<file path="src/hdl/assert_macros.svh">
// Assertion macros for the RTL of the scatter-add block, included by its top level.
`ifndef ASSERT_MACROS_SVH
`define ASSERT_MACROS_SVH

// Property must hold at every clock edge outside reset.
`define ASSERT_ALWAYS(label, prop, msg) \
	label: assert property (@(posedge clk) disable iff (!arst_n) prop) else $error(msg);

// Condition must never be seen at a clock edge outside reset.
`define ASSERT_NEVER(label, cond, msg) \
	label: assert property (@(posedge clk) disable iff (!arst_n) !(cond)) else $error(msg);

`endif

</file>
<file path="src/hdl/ssamp_pkg.sv">
// Package: sizes, codes and controller/datapath link types of the scatter-add block.
package ssamp_pkg;

	// Table geometry
	localparam int MAX_ROWS   = 1024;
	localparam int MAX_LANES  = 11;
	localparam int TBL_DEPTH  = MAX_ROWS * MAX_LANES;
	localparam int IDX_W      = $clog2(TBL_DEPTH);
	localparam int ROW_ADDR_W = (MAX_ROWS > 1) ? $clog2(MAX_ROWS) : 1;

	// Field widths
	localparam int OP_W       = 2;
	localparam int ROW_IN_W   = 21;
	localparam int LANE_W     = 4;
	localparam int TAG_W      = 16;
	localparam int VALUE_W    = 32;
	localparam int DATA_W     = 31;
	localparam int STATUS_W   = 3;
	localparam int MASK_W     = 9;
	localparam int ROWCNT_W   = 11;
	localparam int TAG_LIMIT  = 512;

	// Configuration port
	localparam int CFG_IDX_W  = 2;
	localparam int CFG_DATA_W = 31;

	localparam logic [DATA_W-1:0]   MODULUS_RST   = 31'h7FFF_FFFF;
	localparam logic [MASK_W-1:0]   CHAR_MASK_RST = '0;
	localparam logic [LANE_W-1:0]   LANES_RST     = 4'd1;
	localparam logic [ROWCNT_W-1:0] ROWS_RST      = 11'd1024;

	typedef enum logic [OP_W-1:0] {
		OP_CLEAR = 2'd0,
		OP_ACCUM = 2'd1,
		OP_READ  = 2'd2
	} op_t;

	typedef enum logic [STATUS_W-1:0] {
		STS_OK        = 3'd0,
		STS_SKIP      = 3'd1,
		STS_BAD_ADDR  = 3'd2,
		STS_BAD_VALUE = 3'd3,
		STS_REFUSED   = 3'd4
	} status_t;

	typedef enum logic [CFG_IDX_W-1:0] {
		REG_MODULUS   = 2'd0,
		REG_CHAR_MASK = 2'd1,
		REG_LANES     = 2'd2,
		REG_ROWS      = 2'd3
	} cfg_reg_t;

	// Controller to datapath
	typedef struct packed {
		logic ld_in;
		logic check;
		logic mem_rd;
		logic add;
		logic mem_wr;
		logic sweep;
		logic ld_out;
	} dp_cmd_t;

	// Datapath to controller
	typedef struct packed {
		logic is_clear;
		logic is_accum;
		logic need_mem;
		logic sweep_last;
	} dp_status_t;

endpackage

</file>
<file path="src/hdl/ssamp_ctrl.sv">
// Controller: sequences sweep, check, read-modify-write and result hand-off.
module ssamp_ctrl (
	input  logic                    clk,
	input  logic                    arst_n,
	input  logic                    item_valid,
	output logic                    item_ready,
	output logic                    result_valid,
	input  logic                    result_ready,
	input  ssamp_pkg::dp_status_t   stat,
	output ssamp_pkg::dp_cmd_t      cmd
);

	typedef enum logic [2:0] {
		S_SWEEP_RST,
		S_SWEEP_OP,
		S_IDLE,
		S_CHECK,
		S_READ,
		S_ADD,
		S_WRITE,
		S_DONE
	} state_t;

	state_t state_q;
	logic   result_valid_q;
	logic   out_free;

	// Commands decoded from state
	always_comb begin
		out_free   = !result_valid_q || result_ready;
		item_ready = (state_q == S_IDLE);
		cmd        = '0;
		cmd.ld_in  = item_ready && item_valid;
		cmd.check  = (state_q == S_CHECK);
		cmd.mem_rd = (state_q == S_READ);
		cmd.add    = (state_q == S_ADD);
		cmd.mem_wr = (state_q == S_WRITE);
		cmd.sweep  = (state_q == S_SWEEP_RST) || (state_q == S_SWEEP_OP);
		cmd.ld_out = (state_q == S_DONE) && out_free;
	end

	assign result_valid = result_valid_q;

	// State and result valid
	always_ff @(posedge clk or negedge arst_n) begin
		if (!arst_n) begin
			state_q        <= S_SWEEP_RST;
			result_valid_q <= 1'b0;
		end else begin
			if (cmd.ld_out) begin
				result_valid_q <= 1'b1;
			end else if (result_ready) begin
				result_valid_q <= 1'b0;
			end

			unique case (state_q)
				S_SWEEP_RST: begin
					if (stat.sweep_last) state_q <= S_IDLE;
				end
				S_SWEEP_OP: begin
					if (stat.sweep_last) state_q <= S_DONE;
				end
				S_IDLE: begin
					if (item_valid) state_q <= S_CHECK;
				end
				S_CHECK: begin
					priority if (stat.is_clear) state_q <= S_SWEEP_OP;
					else if (stat.need_mem)     state_q <= S_READ;
					else                        state_q <= S_DONE;
				end
				S_READ: begin
					state_q <= S_ADD;
				end
				S_ADD: begin
					state_q <= stat.is_accum ? S_WRITE : S_DONE;
				end
				S_WRITE: begin
					state_q <= S_DONE;
				end
				S_DONE: begin
					if (out_free) state_q <= S_IDLE;
				end
				default: begin
					state_q <= S_IDLE;
				end
			endcase
		end
	end

endmodule

</file>
<file path="config.mk">
export PLATFORM = sky130hd
export DESIGN_NAME = ssamp_ctrl
export DESIGN_NICKNAME = d
export VERILOG_FILES = /design/src/hdl/assert_macros.svh /design/src/hdl/ssamp_pkg.sv /design/src/hdl/ssamp_ctrl.sv
export SDC_FILE = /design/constraint.sdc
export NUM_CORES = 1
export LEC_CHECK = 0
export ABC_CLOCK_PERIOD_IN_PS = 1030
export BUFFER_PORTS_ARGS = -buffer_cell sky130_fd_sc_hd__buf_4
export CORE_AREA = 4 4 41 43
export DETAILED_ROUTE_END_ITERATION = 10
export DIE_AREA = 0 0 45 47
export GPL_TIMING_DRIVEN = 0
export RECOVER_POWER = 100
export SLEW_MARGIN = 20
export SYNTH_ARGS = -nofsm -noshare
export SYNTH_HDL_FRONTEND = slang
export SYNTH_SLANG_ARGS = --single-unit
</file>
<file path="constraint.sdc">
create_clock -name clk -period 1.03 [get_ports clk]
set_clock_uncertainty 0.05 [all_clocks]
set_input_delay 0.0515 -clock clk [delete_from_list [all_inputs] [get_ports clk]]
set_output_delay 0.0515 -clock clk [all_outputs]
set_load 0.1 [all_outputs]
</file>
==> impl_metrics.yaml <==
clock_network:
  cts_buffers: 3
  clkTransAtPathRegs_ns: 0.04
  tritoncts: "done"
  clock_latency_ns: 0.24
  cts_max_path_buffers: 2
  cts_root_buf: "clkbuf_4"
  htreeDepth: 1
  cts_sinks: 4
yosys:
  yosys_warnings: 0
  syn_nets: 44
  avgSynthCellArea_um2: 8.34
  ys_ff_latch: 4
  ys_seq_area_share_pct: 33.3
  syn-cell-area_um2: 300
  syn_inst: 36
  ys_types: 21
sta:
  setup_violations: 13
  timing.final.crit_share_pct: 132
  maxSlewViolCount: 0
  slew_headroom_pct: 81.5
  holdWs_ns: 0.105
  finalHoldViolCount: 0
  max_freq_mhz: 736
  worstMarginPinSlew_ns: 0.279
  rsz0062_at_grt: "yes"
  min_period_ns: 1.36
  setup_slack_ns: -0.329
global_routing:
  overflow: 0
  grt_pass1_wl_um: 1530
  antenna_found_initial: 0
  first_global_vias: 383
  grtUsageTotal_pct: 10.3
  grt_max_degree: 8
critical_path:
  crit_arrival_ns: 1.26
  worstPathCellList: "buf_6 -> nor3b_4 -> and2_4 -> buf_12"
  worst_path_max_delay_cell: "dfrtp_1"
  cp_slowest_stage_delay_ns: 0.36
  cp_max_fo: 5
  start_kind: "register"
  r2r_slack_ns: -0.21
  worstPathRequired_ns: 0.93
  setup.worst_path.end_class: "output port"
  critical_path_class: "register to output port"
die:
  fp-row-count: 13
  die_area_um2: 2120
  die_y_um: 47
  die_width_um: 45
  start_util_pct: 23.1
  core_um2: 1300
  ios: 17
outcome:
  status: "finished with violations"
  violations: "negative setup slack"
place:
  gp_congestion: 0.745
  portBuffers: 16
  dpl.hpwl_um: 566
  preCtsSetupSlack_ns: -0.173
finish:
  diodes: 0
  drive_above_1_share_pct: 74.2
  area_delta_synth_final_pct: 154
  final_net_count: 75
min_path:
  min-delay-path-class: "input pin to register"
drt:
  wirelength_um: 965
  vias_per_cell: 4.46
  vias: 361
  post_drt_wl_per_cell_um: 11.9
  first_pass_iters: 3
  ant_nets: 0
  drc: 0
  drt_iter0_drc: 5
flow_run:
  max_cap_violations: 0
[cell families (layout without fill, tap and decap cells)]
group,Yosys count,in the layout,share of synthesized area [%]
compound gates,9,9,20.8
buf+inv,6,36,13.8
flops,4,4,33.3
simple gates,17,17,32.1
[timing repair]
| item | in CTS | in global routing |
|---|---|---|
| hold buffers | 1 | 0 |
| buffers inserted | 7 | 2 |
| pin swaps | 3 | 5 |
| resized for setup | 33 | 8 |
| setup endpoints to repair | 12 | 13 |
| hold endpoints to repair | 4 | 0 |
[sequential cells by signal, summed over array words and instances, names as in the netlist]
register,count
state_q,3
result_valid,1
[final cells by class]
class | count | area (µm²)
fill | 117 | 539
timing repair buffer | 26 | 309
multi-input combinational | 26 | 253
sequential | 4 | 106
buffer | 3 | 37.5
clock buffer | 4 | 26.3
tap | 15 | 18.8
inverter | 3 | 11.3
[worst paths after layout]
check                             start  cells past startpoint      endpoint
min in group asynchronous        arst_n                      2  result_valid
setup reg to reg           result_valid                      4    state_q[0]
hold / removal                  stat[3]                      3    state_q[0]
setup / recovery             state_q[0]                      4        cmd[6]
hold reg to reg              state_q[2]                      2  result_valid
max in group asynchronous        arst_n                      2    state_q[2]
[Yosys cell counts]
cell      n  area (µm²)
o21ai_0   2        10.0
nand2b_1  1        6.26
nor3b_2   1        12.5
nand3_1   1        5.00
buf_4     1        7.51
o32a_1    1        10.0
and3_2    1        7.51
a211oi_2  1        12.5
nand2_1   3        11.3
buf_6     2        22.5
o21a_1    1        7.51
nor2_1    5        18.8
nor3b_1   2        15.0
inv_1     3        11.3
o22ai_1   1        6.26
nor2_2    1        6.26
a31oi_1   1        6.26
and2b_1   1        7.51
a21oi_1   2        10.0
dfrtp_1   4         100
and2_1    1        6.26
[cells in the final DEF (no fill, tap or decap), types with 2 or more instances in the layout]
| cell | synthesis | routed |
|---|---|---|
| dfrtp_2 | 0 | 2 |
| nor2_4 | 0 | 3 |
| buf_4 | 1 | 12 |
| inv_1 | 3 | 3 |
| buf_12 | 0 | 8 |
| nor3b_4 | 0 | 3 |
| nor2_1 | 5 | 2 |
| clkbuf_4 | 0 | 3 |
| buf_6 | 2 | 6 |
| clkbuf_1 | 0 | 2 |
[through the flow]
| stage | utilization [%] | cells | setup TNS, ns | area [µm²] |
|---|---|---|---|---|
| floorplan | - | 36 | -4.31 | 354 |
| detailed placement | 37.9 | 67 | -1.05 | 493 |
| global route | 58.6 | 81 | -3.59 | 762 |
| global placement | 37.9 | 67 | -0.999 | 493 |
| finish | 58.6 | 81 | -3.03 | 762 |
| CTS | 54.9 | 79 | -2.93 | 714 |
[worst max-delay path: cells and delay by family, from the launching register on]
family	cells	cell delay [ns]
buffers and inverters	2	0.29
and+or+nand+nor	2	0.35
DFF	1	0.36
[metal layers]
| metal | part of all wire [%] | global-route usage [%] | vias up | routed length (µm) |
|---|---|---|---|---|
| met5 | 0 | 0 | - | 0 |
| met4 | 0 | 5.85 | 0 | 0 |
| met3 | 7.9 | 5.75 | 0 | 76 |
| met2 | 51 | 16.4 | 13 | 495 |
| met1 | 41 | 10.8 | 168 | 394 |
| li1 | - | - | 180 | - |
Power is left out: the tool's default activity adds up to more than one toggle a clock period on the data nets, which glitch-free logic cannot reach.
